--- config.mk ---
export PLATFORM = sky130hd
export DESIGN_NAME = prim_maze_generator
export DESIGN_NICKNAME = d
export VERILOG_FILES = /design/src/pmg_pkg.sv /design/src/prim_maze_generator.sv /design/src/pmg_div.sv /design/src/pmg_datapath.sv /design/src/pmg_ctrl.sv
export SDC_FILE = /design/constraint.sdc
export NUM_CORES = 2
export LEC_CHECK = 0
export BUFFER_PORTS_ARGS = -buffer_cell sky130_fd_sc_hd__buf_2
export CORE_ASPECT_RATIO = 2
export CORE_UTILIZATION = 40
export DETAILED_ROUTE_END_ITERATION = 16
export HOLD_SLACK_MARGIN = 0.03
export REMOVE_ABC_BUFFERS = 1
export SKIP_CTS_REPAIR_TIMING = 1
export SLEW_MARGIN = 20
export SYNTH_ARGS = -nofsm -noshare
export SYNTH_HDL_FRONTEND = slang
export SYNTH_SLANG_ARGS = --single-unit
--- constraint.sdc ---
create_clock -name clk -period 17.61 [get_ports clk]
set_input_delay 0 -clock clk [delete_from_list [all_inputs] [get_ports clk]]
set_output_delay 0 -clock clk [all_outputs]
set_load 0.03 [all_outputs]
--- src/pmg_pkg.sv ---
package pmg_pkg;

  localparam int MAX_ROWS = 8;
  localparam int MAX_COLS = 8;
  localparam int ROW_W    = 3;
  localparam int COL_W    = 3;
  localparam int ADDR_W   = ROW_W + COL_W;
  localparam int CELLS    = 1 << ADDR_W;
  localparam int FCNT_W   = ADDR_W + 1;
  localparam int CFG_IDX_W = 1;

  localparam logic [ADDR_W-1:0] VISITED_BIT  = ADDR_W'(16);
  localparam logic [ADDR_W-1:0] FRONTIER_BIT = ADDR_W'(32);

  localparam logic [CFG_IDX_W-1:0] REG_GRID_ROWS = 1'b0;
  localparam logic [CFG_IDX_W-1:0] REG_GRID_COLS = 1'b1;

  localparam logic [1:0] DIR_N = 2'd0;
  localparam logic [1:0] DIR_W = 2'd1;
  localparam logic [1:0] DIR_S = 2'd2;
  localparam logic [1:0] DIR_E = 2'd3;

  typedef logic [5:0] op_t;

  localparam op_t OP_NOP        = 6'd0;
  localparam op_t OP_START      = 6'd1;
  localparam op_t OP_DRAW_TOTAL = 6'd2;
  localparam op_t OP_SPAWN_DIV  = 6'd3;
  localparam op_t OP_SPAWN_SET  = 6'd4;
  localparam op_t OP_NB_RD      = 6'd5;
  localparam op_t OP_DIR_INC    = 6'd6;
  localparam op_t OP_DIR_CLR    = 6'd7;
  localparam op_t OP_AF_CHK     = 6'd8;
  localparam op_t OP_DRAW_FCNT  = 6'd9;
  localparam op_t OP_PICK_RD1   = 6'd10;
  localparam op_t OP_PICK_RD2   = 6'd11;
  localparam op_t OP_PICK_MV    = 6'd12;
  localparam op_t OP_VIS_CHK    = 6'd13;
  localparam op_t OP_DRAW_CNT   = 6'd14;
  localparam op_t OP_SEL        = 6'd15;
  localparam op_t OP_N_WR       = 6'd16;
  localparam op_t OP_SELF_WR    = 6'd17;
  localparam op_t OP_DRAW_ROWS  = 6'd18;
  localparam op_t OP_DRAW_COLS  = 6'd19;
  localparam op_t OP_DRAW_FOUR  = 6'd20;
  localparam op_t OP_CAP_ER     = 6'd21;
  localparam op_t OP_CAP_SR     = 6'd22;
  localparam op_t OP_CAP_EC     = 6'd23;
  localparam op_t OP_CAP_SC     = 6'd24;
  localparam op_t OP_CAP_P      = 6'd25;
  localparam op_t OP_CAP_Q      = 6'd26;
  localparam op_t OP_ENT_RD     = 6'd27;
  localparam op_t OP_ENT_WR     = 6'd28;
  localparam op_t OP_EXT_RD     = 6'd29;
  localparam op_t OP_EXT_WR     = 6'd30;
  localparam op_t OP_OUT_RD     = 6'd31;
  localparam op_t OP_OUT_LD     = 6'd32;

  typedef struct packed {
    logic div_busy;
    logic nb_ok;
    logic dir_last;
    logic total_one;
    logic fcnt_zero;
    logic cnt_zero;
    logic rows_multi;
    logic cols_multi;
    logic q_ok;
    logic out_free;
    logic out_last;
  } pmg_status_t;

  function automatic logic [31:0] xorshift32(input logic [31:0] s);
    logic [31:0] x;
    x = s;
    x = x ^ (x << 13);
    x = x ^ (x >> 17);
    x = x ^ (x << 5);
    return x;
  endfunction

  function automatic logic [3:0] clamp_dim(input logic [3:0] v, input logic [3:0] vmax);
    logic [3:0] r;
    r = v;
    if (v == 4'd0) begin
      r = 4'd1;
    end else if (v > vmax) begin
      r = vmax;
    end
    return r;
  endfunction

endpackage

--- src/prim_maze_generator.sv ---
// Builds one grid_rows by grid_cols maze (each 1 to 8) per seed word by randomized Prim and
// returns one word per cell in row-major order, the final one flagged by out_last; every
// word repeats the entry and exit cell indices. One maze is worked on at a time, and a new
// seed is taken once the previous maze's last word is in the output register. Every random
// draw runs through a serial remainder unit that reduces it to its range. Configuration writes
// are taken in any cycle.
module prim_maze_generator import pmg_pkg::*; (
  input  logic                 clk,
  input  logic                 rst_n,
  input  logic                 in_valid,
  output logic                 in_ready,
  input  logic [31:0]          in_seed,
  input  logic                 cfg_valid,
  output logic                 cfg_ready,
  input  logic [CFG_IDX_W-1:0] cfg_index,
  input  logic [3:0]           cfg_data,
  output logic                 out_valid,
  input  logic                 out_ready,
  output logic [5:0]           out_cell_index,
  output logic [3:0]           out_openings,
  output logic [5:0]           out_entry_cell,
  output logic [5:0]           out_exit_cell,
  output logic                 out_last
);

  op_t         op;
  pmg_status_t status;

  assign cfg_ready = 1'b1;

  pmg_ctrl u_ctrl (
    .clk      (clk),
    .rst_n    (rst_n),
    .in_valid (in_valid),
    .in_ready (in_ready),
    .status   (status),
    .op       (op)
  );

  pmg_datapath u_datapath (
    .clk            (clk),
    .rst_n          (rst_n),
    .op             (op),
    .status         (status),
    .in_seed        (in_seed),
    .cfg_we         (cfg_valid),
    .cfg_index      (cfg_index),
    .cfg_data       (cfg_data),
    .out_ready      (out_ready),
    .out_valid      (out_valid),
    .out_cell_index (out_cell_index),
    .out_openings   (out_openings),
    .out_entry_cell (out_entry_cell),
    .out_exit_cell  (out_exit_cell),
    .out_last       (out_last)
  );

endmodule

--- src/pmg_div.sv ---
module pmg_div import pmg_pkg::*; (
  input  logic              clk,
  input  logic              rst_n,
  input  logic              start,
  input  logic [31:0]       dividend,
  input  logic [FCNT_W-1:0] divisor,
  output logic              busy,
  output logic [ADDR_W-1:0] rem,
  output logic [ADDR_W-1:0] quo
);

  logic              busy_r;
  logic [3:0]        step_r;
  logic [31:0]       dvd_r;
  logic [FCNT_W-1:0] k_r;
  logic [ADDR_W-1:0] rem_r;
  logic [ADDR_W-1:0] quo_r;

  logic [FCNT_W-1:0] t1, r1, t2, r2;
  logic              q1, q2;

  always_comb begin
    t1 = {rem_r, dvd_r[31]};
    q1 = (t1 >= k_r);
    r1 = q1 ? (t1 - k_r) : t1;
    t2 = {r1[ADDR_W-1:0], dvd_r[30]};
    q2 = (t2 >= k_r);
    r2 = q2 ? (t2 - k_r) : t2;
  end

  always_ff @(posedge clk) begin
    if (!rst_n) begin
      busy_r <= 1'b0;
      step_r <= 4'd0;
    end else if (start) begin
      busy_r <= 1'b1;
      step_r <= 4'd0;
    end else if (busy_r) begin
      step_r <= step_r + 4'd1;
      if (step_r == 4'd15) begin
        busy_r <= 1'b0;
      end
    end
  end

  always_ff @(posedge clk) begin
    if (start) begin
      dvd_r <= dividend;
      k_r   <= divisor;
      rem_r <= '0;
      quo_r <= '0;
    end else if (busy_r) begin
      dvd_r <= {dvd_r[29:0], 2'b00};
      rem_r <= r2[ADDR_W-1:0];
      quo_r <= {quo_r[ADDR_W-3:0], q1, q2};
    end
  end

  assign busy = busy_r;
  assign rem  = rem_r;
  assign quo  = quo_r;

endmodule

--- src/pmg_datapath.sv ---
module pmg_datapath import pmg_pkg::*; (
  input  logic                 clk,
  input  logic                 rst_n,
  input  op_t                  op,
  output pmg_status_t          status,
  input  logic [31:0]          in_seed,
  input  logic                 cfg_we,
  input  logic [CFG_IDX_W-1:0] cfg_index,
  input  logic [3:0]           cfg_data,
  input  logic                 out_ready,
  output logic                 out_valid,
  output logic [5:0]           out_cell_index,
  output logic [3:0]           out_openings,
  output logic [5:0]           out_entry_cell,
  output logic [5:0]           out_exit_cell,
  output logic                 out_last
);

  logic [3:0]        grid_rows_r, grid_cols_r;
  logic [3:0]        nr_r, nc_r;
  logic [FCNT_W-1:0] total_r;
  logic [31:0]       rng_r;
  logic [FCNT_W-1:0] fcnt_r;
  logic [ROW_W-1:0]  cur_row_r;
  logic [COL_W-1:0]  cur_col_r;
  logic [1:0]        dir_r;
  logic [2:0]        cnt_r;
  logic [1:0]        cand_r [4];
  logic [ROW_W-1:0]  er_r, sr_r;
  logic [COL_W-1:0]  ec_r, sc_r;
  logic [1:0]        p_r, q_r;
  logic [ADDR_W-1:0] mov_r;
  logic [ROW_W-1:0]  orow_r;
  logic [COL_W-1:0]  ocol_r;
  logic [ADDR_W-1:0] oidx_r;

  logic [ADDR_W-1:0] cmem [CELLS];
  logic [ADDR_W-1:0] fmem [CELLS];
  logic [CELLS-1:0]  cvld_r;
  logic [ADDR_W-1:0] crd_r;
  logic              crd_vld_r;
  logic [ADDR_W-1:0] frd_r;

  logic       out_valid_r;
  logic [5:0] out_idx_r, out_ent_r, out_ext_r;
  logic [3:0] out_open_r;
  logic       out_last_r;

  logic              div_start, div_busy;
  logic [31:0]       div_dividend;
  logic [FCNT_W-1:0] div_divisor;
  logic [ADDR_W-1:0] div_rem, div_quo;

  logic [3:0]        nr_c, nc_c;
  logic              is_draw;
  logic              nb_ok;
  logic [ROW_W-1:0]  nb_row;
  logic [COL_W-1:0]  nb_col;
  logic [3:0]        own_bit, opp_bit;
  logic [ADDR_W-1:0] cval;
  logic [ROW_W-1:0]  ent_row, ext_row;
  logic [COL_W-1:0]  ent_col, ext_col;
  logic [3:0]        ent_side, ext_side;
  logic [FCNT_W-1:0] ent_prod, ext_prod;
  logic              total_one, q_ok, out_free, last_cell;

  logic              c_we, c_re, f_we, f_re;
  logic [ADDR_W-1:0] c_waddr, c_wdata, c_raddr, f_waddr, f_wdata, f_raddr;

  pmg_div u_div (
    .clk      (clk),
    .rst_n    (rst_n),
    .start    (div_start),
    .dividend (div_dividend),
    .divisor  (div_divisor),
    .busy     (div_busy),
    .rem      (div_rem),
    .quo      (div_quo)
  );

  function automatic logic [3:0] border_bit(input logic [ROW_W-1:0] r, input logic [COL_W-1:0] c,
                                            input logic [3:0] nr, input logic [3:0] nc);
    logic [3:0] b;
    b = 4'd0;
    if ({1'b0, c} == nc - 4'd1) begin
      b = 4'd1;
    end else if ({1'b0, r} == nr - 4'd1) begin
      b = 4'd2;
    end else if (c == '0) begin
      b = 4'd4;
    end else if (r == '0) begin
      b = 4'd8;
    end
    return b;
  endfunction

  function automatic logic [ROW_W-1:0] pos_row(input logic [1:0] p, input logic [ROW_W-1:0] er,
                                               input logic [ROW_W-1:0] sr, input logic [3:0] nr);
    logic [ROW_W-1:0] r;
    unique case (p)
      2'd0: r = '0;
      2'd1: r = er;
      2'd2: r = ROW_W'(nr - 4'd1);
      default: r = sr;
    endcase
    return r;
  endfunction

  function automatic logic [COL_W-1:0] pos_col(input logic [1:0] p, input logic [COL_W-1:0] ec,
                                               input logic [COL_W-1:0] sc, input logic [3:0] nc);
    logic [COL_W-1:0] c;
    unique case (p)
      2'd0: c = ec;
      2'd1: c = COL_W'(nc - 4'd1);
      2'd2: c = sc;
      default: c = '0;
    endcase
    return c;
  endfunction

  assign nr_c = clamp_dim(grid_rows_r, 4'(MAX_ROWS));
  assign nc_c = clamp_dim(grid_cols_r, 4'(MAX_COLS));

  assign is_draw = (op == OP_DRAW_TOTAL) || (op == OP_DRAW_FCNT) || (op == OP_DRAW_CNT) ||
                   (op == OP_DRAW_ROWS) || (op == OP_DRAW_COLS) || (op == OP_DRAW_FOUR);

  always_comb begin
    div_start    = is_draw || (op == OP_SPAWN_DIV);
    div_dividend = xorshift32(rng_r);
    div_divisor  = total_r;
    unique case (op)
      OP_SPAWN_DIV: begin
        div_dividend = {{(32-ADDR_W){1'b0}}, div_rem};
        div_divisor  = FCNT_W'(nc_r);
      end
      OP_DRAW_FCNT: div_divisor = fcnt_r;
      OP_DRAW_CNT:  div_divisor = FCNT_W'(cnt_r);
      OP_DRAW_ROWS: div_divisor = FCNT_W'(nr_r);
      OP_DRAW_COLS: div_divisor = FCNT_W'(nc_r);
      OP_DRAW_FOUR: div_divisor = FCNT_W'(4);
      default:      div_divisor = total_r;
    endcase
  end

  always_comb begin
    nb_ok   = 1'b0;
    nb_row  = cur_row_r;
    nb_col  = cur_col_r;
    own_bit = 4'd1;
    opp_bit = 4'd4;
    unique case (dir_r)
      DIR_N: begin
        nb_ok   = (cur_row_r != '0);
        nb_row  = cur_row_r - ROW_W'(1);
        own_bit = 4'd8;
        opp_bit = 4'd2;
      end
      DIR_W: begin
        nb_ok   = (cur_col_r != '0);
        nb_col  = cur_col_r - COL_W'(1);
        own_bit = 4'd4;
        opp_bit = 4'd1;
      end
      DIR_S: begin
        nb_ok   = (({1'b0, cur_row_r} + 4'd1) < nr_r);
        nb_row  = cur_row_r + ROW_W'(1);
        own_bit = 4'd2;
        opp_bit = 4'd8;
      end
      DIR_E: begin
        nb_ok   = (({1'b0, cur_col_r} + 4'd1) < nc_r);
        nb_col  = cur_col_r + COL_W'(1);
        own_bit = 4'd1;
        opp_bit = 4'd4;
      end
    endcase
  end

  assign cval      = crd_vld_r ? crd_r : '0;
  assign total_one = (total_r == FCNT_W'(1));
  assign ent_row   = pos_row(p_r, er_r, sr_r, nr_r);
  assign ent_col   = pos_col(p_r, ec_r, sc_r, nc_r);
  assign ext_row   = pos_row(q_r, er_r, sr_r, nr_r);
  assign ext_col   = pos_col(q_r, ec_r, sc_r, nc_r);
  assign ent_side  = total_one ? (4'd1 << p_r) : border_bit(ent_row, ent_col, nr_r, nc_r);
  assign ext_side  = total_one ? (4'd1 << q_r) : border_bit(ext_row, ext_col, nr_r, nc_r);
  assign ent_prod  = FCNT_W'(ent_row) * FCNT_W'(nc_r) + FCNT_W'(ent_col);
  assign ext_prod  = FCNT_W'(ext_row) * FCNT_W'(nc_r) + FCNT_W'(ext_col);
  assign q_ok      = total_one ? (q_r != p_r) : ({ext_row, ext_col} != {ent_row, ent_col});
  assign out_free  = !out_valid_r || out_ready;
  assign last_cell = (oidx_r == ADDR_W'(total_r - FCNT_W'(1)));

  always_comb begin
    c_we    = 1'b0;
    c_waddr = {nb_row, nb_col};
    c_wdata = cval | {2'b00, opp_bit};
    unique case (op)
      OP_SPAWN_SET: begin
        c_we    = 1'b1;
        c_waddr = {div_quo[ROW_W-1:0], div_rem[COL_W-1:0]};
        c_wdata = VISITED_BIT;
      end
      OP_AF_CHK: begin
        c_we    = (cval == '0) && !fcnt_r[FCNT_W-1];
        c_wdata = FRONTIER_BIT;
      end
      OP_N_WR: c_we = 1'b1;
      OP_SELF_WR: begin
        c_we    = 1'b1;
        c_waddr = {cur_row_r, cur_col_r};
        c_wdata = VISITED_BIT | {2'b00, own_bit};
      end
      OP_ENT_WR: begin
        c_we    = 1'b1;
        c_waddr = {ent_row, ent_col};
        c_wdata = cval | {2'b00, ent_side};
      end
      OP_EXT_WR: begin
        c_we    = 1'b1;
        c_waddr = {ext_row, ext_col};
        c_wdata = cval | {2'b00, ext_side};
      end
      default: c_we = 1'b0;
    endcase
  end

  always_comb begin
    c_re    = 1'b0;
    c_raddr = {nb_row, nb_col};
    unique case (op)
      OP_NB_RD: c_re = 1'b1;
      OP_ENT_RD: begin
        c_re    = 1'b1;
        c_raddr = {ent_row, ent_col};
      end
      OP_EXT_RD: begin
        c_re    = 1'b1;
        c_raddr = {ext_row, ext_col};
      end
      OP_OUT_RD: begin
        c_re    = 1'b1;
        c_raddr = {orow_r, ocol_r};
      end
      default: c_re = 1'b0;
    endcase
  end

  always_comb begin
    f_we    = 1'b0;
    f_waddr = fcnt_r[ADDR_W-1:0];
    f_wdata = {nb_row, nb_col};
    f_re    = 1'b0;
    f_raddr = div_rem;
    unique case (op)
      OP_AF_CHK: f_we = (cval == '0) && !fcnt_r[FCNT_W-1];
      OP_PICK_RD1: f_re = 1'b1;
      OP_PICK_RD2: begin
        f_re    = 1'b1;
        f_raddr = ADDR_W'(fcnt_r - FCNT_W'(1));
      end
      OP_PICK_MV: begin
        f_we    = 1'b1;
        f_waddr = mov_r;
        f_wdata = frd_r;
      end
      default: f_we = 1'b0;
    endcase
  end

  always_ff @(posedge clk) begin
    if (c_we) begin
      cmem[c_waddr] <= c_wdata;
    end
    if (c_re) begin
      crd_r     <= cmem[c_raddr];
      crd_vld_r <= cvld_r[c_raddr];
    end
    if (f_we) begin
      fmem[f_waddr] <= f_wdata;
    end
    if (f_re) begin
      frd_r <= fmem[f_raddr];
    end
  end

  always_ff @(posedge clk) begin
    if (!rst_n) begin
      grid_rows_r <= 4'd4;
      grid_cols_r <= 4'd4;
      rng_r       <= 32'd1;
      fcnt_r      <= '0;
      cvld_r      <= '0;
      out_valid_r <= 1'b0;
    end else begin
      if (cfg_we) begin
        unique case (cfg_index)
          REG_GRID_ROWS: grid_rows_r <= cfg_data;
          REG_GRID_COLS: grid_cols_r <= cfg_data;
        endcase
      end
      if (op == OP_START) begin
        rng_r  <= (in_seed == 32'd0) ? 32'd1 : in_seed;
        fcnt_r <= '0;
        cvld_r <= '0;
      end else begin
        if (is_draw) begin
          rng_r <= xorshift32(rng_r);
        end
        if (c_we) begin
          cvld_r[c_waddr] <= 1'b1;
        end
        if (op == OP_AF_CHK && f_we) begin
          fcnt_r <= fcnt_r + FCNT_W'(1);
        end else if (op == OP_PICK_MV) begin
          fcnt_r <= fcnt_r - FCNT_W'(1);
        end
      end
      if (op == OP_OUT_LD) begin
        out_valid_r <= 1'b1;
      end else if (out_ready) begin
        out_valid_r <= 1'b0;
      end
    end
  end

  always_ff @(posedge clk) begin
    unique case (op)
      OP_START: begin
        nr_r    <= nr_c;
        nc_r    <= nc_c;
        total_r <= FCNT_W'(nr_c) * FCNT_W'(nc_c);
        er_r    <= '0;
        sr_r    <= '0;
        ec_r    <= '0;
        sc_r    <= '0;
        orow_r  <= '0;
        ocol_r  <= '0;
        oidx_r  <= '0;
      end
      OP_SPAWN_SET: begin
        cur_row_r <= div_quo[ROW_W-1:0];
        cur_col_r <= div_rem[COL_W-1:0];
        dir_r     <= DIR_N;
      end
      OP_DIR_INC, OP_AF_CHK: dir_r <= dir_r + 2'd1;
      OP_DIR_CLR, OP_SELF_WR: dir_r <= DIR_N;
      OP_VIS_CHK: begin
        if (cval[4]) begin
          cand_r[cnt_r[1:0]] <= dir_r;
          cnt_r <= cnt_r + 3'd1;
        end
        dir_r <= dir_r + 2'd1;
      end
      OP_PICK_RD1: mov_r <= div_rem;
      OP_PICK_RD2: begin
        cur_row_r <= frd_r[ADDR_W-1:COL_W];
        cur_col_r <= frd_r[COL_W-1:0];
      end
      OP_PICK_MV: begin
        dir_r <= DIR_N;
        cnt_r <= 3'd0;
      end
      OP_SEL:    dir_r <= cand_r[div_rem[1:0]];
      OP_CAP_ER: er_r <= div_rem[ROW_W-1:0];
      OP_CAP_SR: sr_r <= div_rem[ROW_W-1:0];
      OP_CAP_EC: ec_r <= div_rem[COL_W-1:0];
      OP_CAP_SC: sc_r <= div_rem[COL_W-1:0];
      OP_CAP_P:  p_r <= div_rem[1:0];
      OP_CAP_Q:  q_r <= div_rem[1:0];
      OP_OUT_LD: begin
        out_idx_r  <= oidx_r;
        out_open_r <= cval[3:0];
        out_ent_r  <= ent_prod[ADDR_W-1:0];
        out_ext_r  <= ext_prod[ADDR_W-1:0];
        out_last_r <= last_cell;
        oidx_r     <= oidx_r + ADDR_W'(1);
        if (({1'b0, ocol_r} + 4'd1) == nc_r) begin
          ocol_r <= '0;
          orow_r <= orow_r + ROW_W'(1);
        end else begin
          ocol_r <= ocol_r + COL_W'(1);
        end
      end
      default: ;
    endcase
  end

  always_comb begin
    status.div_busy   = div_busy;
    status.nb_ok      = nb_ok;
    status.dir_last   = (dir_r == DIR_E);
    status.total_one  = total_one;
    status.fcnt_zero  = (fcnt_r == '0);
    status.cnt_zero   = (cnt_r == 3'd0);
    status.rows_multi = (nr_r > 4'd1);
    status.cols_multi = (nc_r > 4'd1);
    status.q_ok       = q_ok;
    status.out_free   = out_free;
    status.out_last   = last_cell;
  end

  assign out_valid      = out_valid_r;
  assign out_cell_index = out_idx_r;
  assign out_openings   = out_open_r;
  assign out_entry_cell = out_ent_r;
  assign out_exit_cell  = out_ext_r;
  assign out_last       = out_last_r;

endmodule

--- src/pmg_ctrl.sv ---
module pmg_ctrl import pmg_pkg::*; (
  input  logic        clk,
  input  logic        rst_n,
  input  logic        in_valid,
  output logic        in_ready,
  input  pmg_status_t status,
  output op_t         op
);

  localparam logic [5:0] ST_IDLE     = 6'd0;
  localparam logic [5:0] ST_SPAWN    = 6'd1;
  localparam logic [5:0] ST_SPAWN_W  = 6'd2;
  localparam logic [5:0] ST_SPAWN_DW = 6'd3;
  localparam logic [5:0] ST_AF_RD    = 6'd4;
  localparam logic [5:0] ST_AF_CHK   = 6'd5;
  localparam logic [5:0] ST_LOOP     = 6'd6;
  localparam logic [5:0] ST_PICK_W   = 6'd7;
  localparam logic [5:0] ST_PICK_R2  = 6'd8;
  localparam logic [5:0] ST_PICK_MV  = 6'd9;
  localparam logic [5:0] ST_OP_RD    = 6'd10;
  localparam logic [5:0] ST_OP_CHK   = 6'd11;
  localparam logic [5:0] ST_OP_END   = 6'd12;
  localparam logic [5:0] ST_OP_W     = 6'd13;
  localparam logic [5:0] ST_N_RD     = 6'd14;
  localparam logic [5:0] ST_N_WR     = 6'd15;
  localparam logic [5:0] ST_SELF     = 6'd16;
  localparam logic [5:0] ST_ER       = 6'd17;
  localparam logic [5:0] ST_ER_W     = 6'd18;
  localparam logic [5:0] ST_SR       = 6'd19;
  localparam logic [5:0] ST_SR_W     = 6'd20;
  localparam logic [5:0] ST_EC       = 6'd21;
  localparam logic [5:0] ST_EC_W     = 6'd22;
  localparam logic [5:0] ST_SC       = 6'd23;
  localparam logic [5:0] ST_SC_W     = 6'd24;
  localparam logic [5:0] ST_P        = 6'd25;
  localparam logic [5:0] ST_P_W      = 6'd26;
  localparam logic [5:0] ST_Q        = 6'd27;
  localparam logic [5:0] ST_Q_W      = 6'd28;
  localparam logic [5:0] ST_Q_CHK    = 6'd29;
  localparam logic [5:0] ST_ENT_RD   = 6'd30;
  localparam logic [5:0] ST_ENT_WR   = 6'd31;
  localparam logic [5:0] ST_EXT_RD   = 6'd32;
  localparam logic [5:0] ST_EXT_WR   = 6'd33;
  localparam logic [5:0] ST_OUT_RD   = 6'd34;
  localparam logic [5:0] ST_OUT_LD   = 6'd35;

  logic [5:0] state_r, state_nxt;

  always_comb begin
    state_nxt = state_r;
    op        = OP_NOP;
    unique case (state_r)
      ST_IDLE: begin
        if (in_valid) begin
          op        = OP_START;
          state_nxt = ST_SPAWN;
        end
      end
      ST_SPAWN: begin
        op        = OP_DRAW_TOTAL;
        state_nxt = ST_SPAWN_W;
      end
      ST_SPAWN_W: begin
        if (!status.div_busy) begin
          if (status.total_one) begin
            state_nxt = ST_ER;
          end else begin
            op        = OP_SPAWN_DIV;
            state_nxt = ST_SPAWN_DW;
          end
        end
      end
      ST_SPAWN_DW: begin
        if (!status.div_busy) begin
          op        = OP_SPAWN_SET;
          state_nxt = ST_AF_RD;
        end
      end
      ST_AF_RD: begin
        if (status.nb_ok) begin
          op        = OP_NB_RD;
          state_nxt = ST_AF_CHK;
        end else if (status.dir_last) begin
          state_nxt = ST_LOOP;
        end else begin
          op = OP_DIR_INC;
        end
      end
      ST_AF_CHK: begin
        op        = OP_AF_CHK;
        state_nxt = status.dir_last ? ST_LOOP : ST_AF_RD;
      end
      ST_LOOP: begin
        if (status.fcnt_zero) begin
          state_nxt = ST_ER;
        end else begin
          op        = OP_DRAW_FCNT;
          state_nxt = ST_PICK_W;
        end
      end
      ST_PICK_W: begin
        if (!status.div_busy) begin
          op        = OP_PICK_RD1;
          state_nxt = ST_PICK_R2;
        end
      end
      ST_PICK_R2: begin
        op        = OP_PICK_RD2;
        state_nxt = ST_PICK_MV;
      end
      ST_PICK_MV: begin
        op        = OP_PICK_MV;
        state_nxt = ST_OP_RD;
      end
      ST_OP_RD: begin
        if (status.nb_ok) begin
          op        = OP_NB_RD;
          state_nxt = ST_OP_CHK;
        end else if (status.dir_last) begin
          state_nxt = ST_OP_END;
        end else begin
          op = OP_DIR_INC;
        end
      end
      ST_OP_CHK: begin
        op        = OP_VIS_CHK;
        state_nxt = status.dir_last ? ST_OP_END : ST_OP_RD;
      end
      ST_OP_END: begin
        if (status.cnt_zero) begin
          op        = OP_DIR_CLR;
          state_nxt = ST_AF_RD;
        end else begin
          op        = OP_DRAW_CNT;
          state_nxt = ST_OP_W;
        end
      end
      ST_OP_W: begin
        if (!status.div_busy) begin
          op        = OP_SEL;
          state_nxt = ST_N_RD;
        end
      end
      ST_N_RD: begin
        op        = OP_NB_RD;
        state_nxt = ST_N_WR;
      end
      ST_N_WR: begin
        op        = OP_N_WR;
        state_nxt = ST_SELF;
      end
      ST_SELF: begin
        op        = OP_SELF_WR;
        state_nxt = ST_AF_RD;
      end
      ST_ER: begin
        if (status.rows_multi) begin
          op        = OP_DRAW_ROWS;
          state_nxt = ST_ER_W;
        end else begin
          state_nxt = ST_EC;
        end
      end
      ST_ER_W: begin
        if (!status.div_busy) begin
          op        = OP_CAP_ER;
          state_nxt = ST_SR;
        end
      end
      ST_SR: begin
        op        = OP_DRAW_ROWS;
        state_nxt = ST_SR_W;
      end
      ST_SR_W: begin
        if (!status.div_busy) begin
          op        = OP_CAP_SR;
          state_nxt = ST_EC;
        end
      end
      ST_EC: begin
        if (status.cols_multi) begin
          op        = OP_DRAW_COLS;
          state_nxt = ST_EC_W;
        end else begin
          state_nxt = ST_P;
        end
      end
      ST_EC_W: begin
        if (!status.div_busy) begin
          op        = OP_CAP_EC;
          state_nxt = ST_SC;
        end
      end
      ST_SC: begin
        op        = OP_DRAW_COLS;
        state_nxt = ST_SC_W;
      end
      ST_SC_W: begin
        if (!status.div_busy) begin
          op        = OP_CAP_SC;
          state_nxt = ST_P;
        end
      end
      ST_P: begin
        op        = OP_DRAW_FOUR;
        state_nxt = ST_P_W;
      end
      ST_P_W: begin
        if (!status.div_busy) begin
          op        = OP_CAP_P;
          state_nxt = ST_Q;
        end
      end
      ST_Q: begin
        op        = OP_DRAW_FOUR;
        state_nxt = ST_Q_W;
      end
      ST_Q_W: begin
        if (!status.div_busy) begin
          op        = OP_CAP_Q;
          state_nxt = ST_Q_CHK;
        end
      end
      ST_Q_CHK: begin
        state_nxt = status.q_ok ? ST_ENT_RD : ST_Q;
      end
      ST_ENT_RD: begin
        op        = OP_ENT_RD;
        state_nxt = ST_ENT_WR;
      end
      ST_ENT_WR: begin
        op        = OP_ENT_WR;
        state_nxt = ST_EXT_RD;
      end
      ST_EXT_RD: begin
        op        = OP_EXT_RD;
        state_nxt = ST_EXT_WR;
      end
      ST_EXT_WR: begin
        op        = OP_EXT_WR;
        state_nxt = ST_OUT_RD;
      end
      ST_OUT_RD: begin
        op        = OP_OUT_RD;
        state_nxt = ST_OUT_LD;
      end
      ST_OUT_LD: begin
        if (status.out_free) begin
          op        = OP_OUT_LD;
          state_nxt = status.out_last ? ST_IDLE : ST_OUT_RD;
        end
      end
      default: state_nxt = ST_IDLE;
    endcase
  end

  always_ff @(posedge clk) begin
    if (!rst_n) begin
      state_r <= ST_IDLE;
    end else begin
      state_r <= state_nxt;
    end
  end

  assign in_ready = (state_r == ST_IDLE);

endmodule
==> results.txt <==
* Outcome: complete, no violations
- The number of placed instances, taps included, is 5237.
* Floorplan core area: roughly 120000 sq um
- Fill cell count: 11000
- Total number of clock tree sinks: between 1000 and 1500
* RSZ-0062 raised after global routing: false
- The first global-routing pass estimated 208000 microns of wire.
- In the final timing run, aggregate negative setup slack is 0 ns.
- Detailed-routed wire length on met3: 5730 microns
- Of all flip-flops after synthesis, the portion carrying an async set or reset was 0%.
- Vertical extent of the die: ~500 microns
- Minimum setup slack after placement: between 10 and 15 ns
- The worst setup path is captured at a flop.
* Maximum operating frequency: 0.178 GHz
- The wire-length estimate of the detail-placed layout is slightly above 100000 microns.
- Wirelength, routed: 145000 microns
- Number of input and output port buffers inserted: 66
* Reported max-cap violation count: 0
- The number of hold violations in the final report came to 0.
- Count of state elements after synthesis: ~1000
* Cell with the largest stage delay on the worst path: edfxtp_1
* Synth warnings: 0
- For this run the aggregate overflow at the end of global routing stands at 0.
* Top fanout value on the critical path: 47
- Synth Area in Adders: under 10%
- The die covers roughly 120000 sq um.
* Starting density of the core: between 40 and 50%
* Avg Inst Size Synth: roughly 13 sq um
* Basic-gate share of the synthesized area counting and, or, nand and nor cells: roughly 10%
- Clock transition at the registers of the reported paths: around 0.07 ns
* Power density over the cells: about 190 nW/um^2
- The max-slew violation total from the final report was 0.
- Main combinational cell family by area after synthesis: multiplexers
- The synthesized design contains 911 enable-type register cells.
- Slew at the pin closest to its max-slew limit: 1.16 ns
- Multiplexer cells account for 12.1% of the synthesized area.
* Routability-driven placement congestion ratio: slightly above 1
- Nature of the critical path startpoint: flop
* Critical path data arrival time: approximately 6 ns
* Topmost layer with routed signal wires: met5
- Horizontal extent of the die: roughly 250 microns
- In the final routing, the length of wire on met1 measures 46400 microns.
- The first routing iteration left around 2100 violations.
* Clock latency on the worst-skew pair: approximately 0.73 ns
- WL/cell: 26.6 microns
- The tree is rooted in a clkbuf_16.
- The worst register-to-register path begins at u_datapath.nc_r[0].
* Post-Syn Instances: roughly 3800
- P_leak: around 0.019 uW
* Unique cell type count in the Yosys netlist: 103
- Clock tree from TritonCTS: done
- Via count: ~31000
- Capture point of the worst reg-to-reg path: u_datapath.crd_r[1]
* Endpoint of the worst hold-timing path: u_datapath.ec_r[0]
- Post-layout instance count excluding filler cells: between 5000 and 6000
- The worst hold path begins at in_valid.
* Detailed-route vias per instance: around 5.7
* Final cell utilization of the core: roughly 45%
* Period Utilization, post-route: a little under a third
* Number of nets with antenna violations after routing: 0
* Ratio of cells with drive above 1 in the final layout: between 10% and 20%
- Synth Flop Type: edfxtp_1
- Critical path, cell by cell: inv_1, ha_1, xor2_1, o2bb2ai_1, a221o_1, o21a_4, buf_4, mux2i_1, mux2i_1, a32oi_1, a32oi_1, mux2_2
- Count of endpoints failing setup in the final report: 0
- Detail Route met2 WL: ~80000 microns
- The floorplan has 180 rows.
- Clock skew on the completed layout was measured at between 0.03 and 0.04 ns.
* Drt first pass iters: 6
- After synthesis the cells add up to roughly 49000 sq um.
- Clock Tree Buf Depth: 3
- In this run the tightest slew margin relative to its limit is between 20 and 25%.
* Ports placed on the boundary: slightly below 70
* Nets: 3968
* Smallest setup slack after layout: ~12 ns
* Initial antenna violation count: 4
- The synthesized netlist devotes around 7.6% of its cell area to compound gates.
- Setup slack of the most critical reg-to-reg path: around 12 ns
- Highest ir drop seen on vdd: around 0.00011 V
- Of the synthesized area, sequential elements account for around three fifths.
- Required time of the critical path: ~18 ns
* Post-layout minimum cycle time: about 5.6 ns
* Largest stage delay, worst path: between 0.7 and 0.8 ns
- Area share of xor/xnor cells in the synthesized design: 2.72%
- After detailed routing, the number of remaining DRC violations is 0.
- From synthesis to final layout, the design area changed by 11.4%.
- Largest net degree at the start of global routing: about 140
* Number of H-tree levels: 3
- The path class of the tightest hold or removal check is in2reg.
- Number of instances on the worst hold path: 4
* GR Util All Layers: roughly a quarter
- Vias in the first global route: ~31000
- Worst Path Class, Setup: reg2reg
* Reg2reg path depth: 12
* Pwr Total: ~10000 uW
* Number of buffers created by CTS: slightly above 90
## routing by layer
| metal | vias up | track usage, % |
|---|---|---|
| met2 | 1026 | 44.5 |
| met1 | 15300 | 22.4 |
| li1 | 14200 | - |
| met3 | 437 | 2.95 |
| met5 | - | 0 |
| met4 | 2 | 19.2 |
## kinds of logic (layout without fill, tap and decap cells)
family / Yosys count / count (layout)
buffers and inverters: 307 / 453
AO/OA/AOI/OAI: 541 / 541
adder cells (fa/ha/maj): 92 / 92
multiplexers: 548 / 548
XOR/XNOR: 151 / 151
AND/OR/NAND/NOR: 1076 / 1076
other: 1 / 4
flip-flops: 1045 / 1045
## sequential cells by signal, indices dropped and copies added, names as in the netlist, 7 cells and up, named ones only
register / count
u_datapath.cvld_r: 64
u_datapath.fcnt_r: 7
u_datapath.rng_r: 32
u_datapath.cand_r: 8
u_datapath.total_r: 7
u_datapath.u_div.k_r: 7
u_datapath.u_div.dvd_r: 32
u_datapath.cmem: 384
u_datapath.fmem: 384
## how the worst max path moves through the flow
stage | start | cells after the start | to
2_1_floorplan | u_ctrl.state_r[3] | 9 | u_datapath.frd_r[0]
3_3_place_gp | u_datapath.nc_r[0] | 12 | u_datapath.crd_r[1]
3_5_place_dp | u_datapath.nc_r[0] | 12 | u_datapath.crd_r[1]
4_1_cts | u_datapath.nc_r[0] | 12 | u_datapath.crd_r[1]
5_1_grt | u_datapath.nc_r[0] | 12 | u_datapath.crd_r[0]
6_report | u_datapath.nc_r[0] | 12 | u_datapath.crd_r[1]
## worst max-delay path: cells and delay by family (launching register included)
kind / cells / cell delay (ns)
AOI/OAI and AO/OA: 5 / 2.17
xor gates and xnor gates: 1 / 0.24
adders and majority gates: 1 / 0.35
buffers and inverters: 2 / 0.94
DFF: 1 / 0.78
muxes: 3 / 0.78
## synth_stat cells, drive strengths merged (13+ instances only)
master	instances	share of area [%]
mux4	29	1.3
a22oi	21	0.32
nand3	146	1.5
inv	96	0.74
a32oi	27	0.49
fa	16	0.66
nand2	411	3.2
clkbuf	95	0.73
a21oi	94	0.97
o21ai	167	1.7
o221ai	15	0.27
nor3	54	0.59
nor4	18	0.28
nor2	266	2.1
nand2b	33	0.43
xor2	56	1.0
dfxtp	134	5.5
a222oi	13	0.27
and3	13	0.17
mux2i	501	10
xnor2	95	1.7
edfxtp	911	56
a31oi	13	0.17
o22ai	16	0.21
buf	114	1.3
nor2b	21	0.27
mux2	18	0.42
ha	75	1.9
and2	37	0.48
or3	24	0.31
a221o	22	0.45
a211oi	22	0.34
## cell type report
type | count | area [sq um] | area share, %
Clock buffer | 110 | 2410 | 4.46
Multi-Input combinational cell | 2409 | 17400 | 32.1
Timing Repair Buffer | 189 | 1410 | 2.61
Sequential cell | 1045 | 30000 | 55.5
Tap cell | 1547 | 1940 | 3.58
Antenna cell | 3 | 7.51 | 0.0139
Clock inverter | 56 | 556 | 1.03
Inverter | 98 | 368 | 0.680
## cells in the final DEF (no fill, tap or decap), types with 22 or more instances in the layout
cell           netlist  final
edfxtp_1           911    911
mux2i_1            501    501
nand2_1            411    410
nor2_1             262    258
nand3_1            145    144
o21ai_0            147    136
dfxtp_1            134    134
xnor2_1             95     95
inv_1               94     94
clkbuf_16            0     94
a21oi_1             94     91
ha_1                75     75
buf_4               15     70
buf_2               74     66
xor2_1              56     56
nor3_1              52     52
dlygate4sd3_1        0     50
and2_1              35     36
nand2b_1            33     33
mux4_2              29     29
a32oi_1             27     27
or3_1               24     23
a211oi_1            22     22
a221o_1             22     22
## metrics by stage
stage / area [sq um] / hold WS [ns]
after global placement: 50600 / 0.241
after detailed placement: 50600 / 0.241
after global routing: 54100 / 0.0583
final: 54100 / 0.0608
after CTS: 53600 / -0.506
after floorplan: 47500 / 0.0619
## power by group
| group | internal, uW | total (uW) | switching, uW |
|---|---|---|---|
| clock | 1120 | 2040 | 928 |
| combinational | 1400 | 4410 | 3010 |
| sequential | 3410 | 3560 | 150 |
Note: power is estimated with default switching activity, not from simulation.
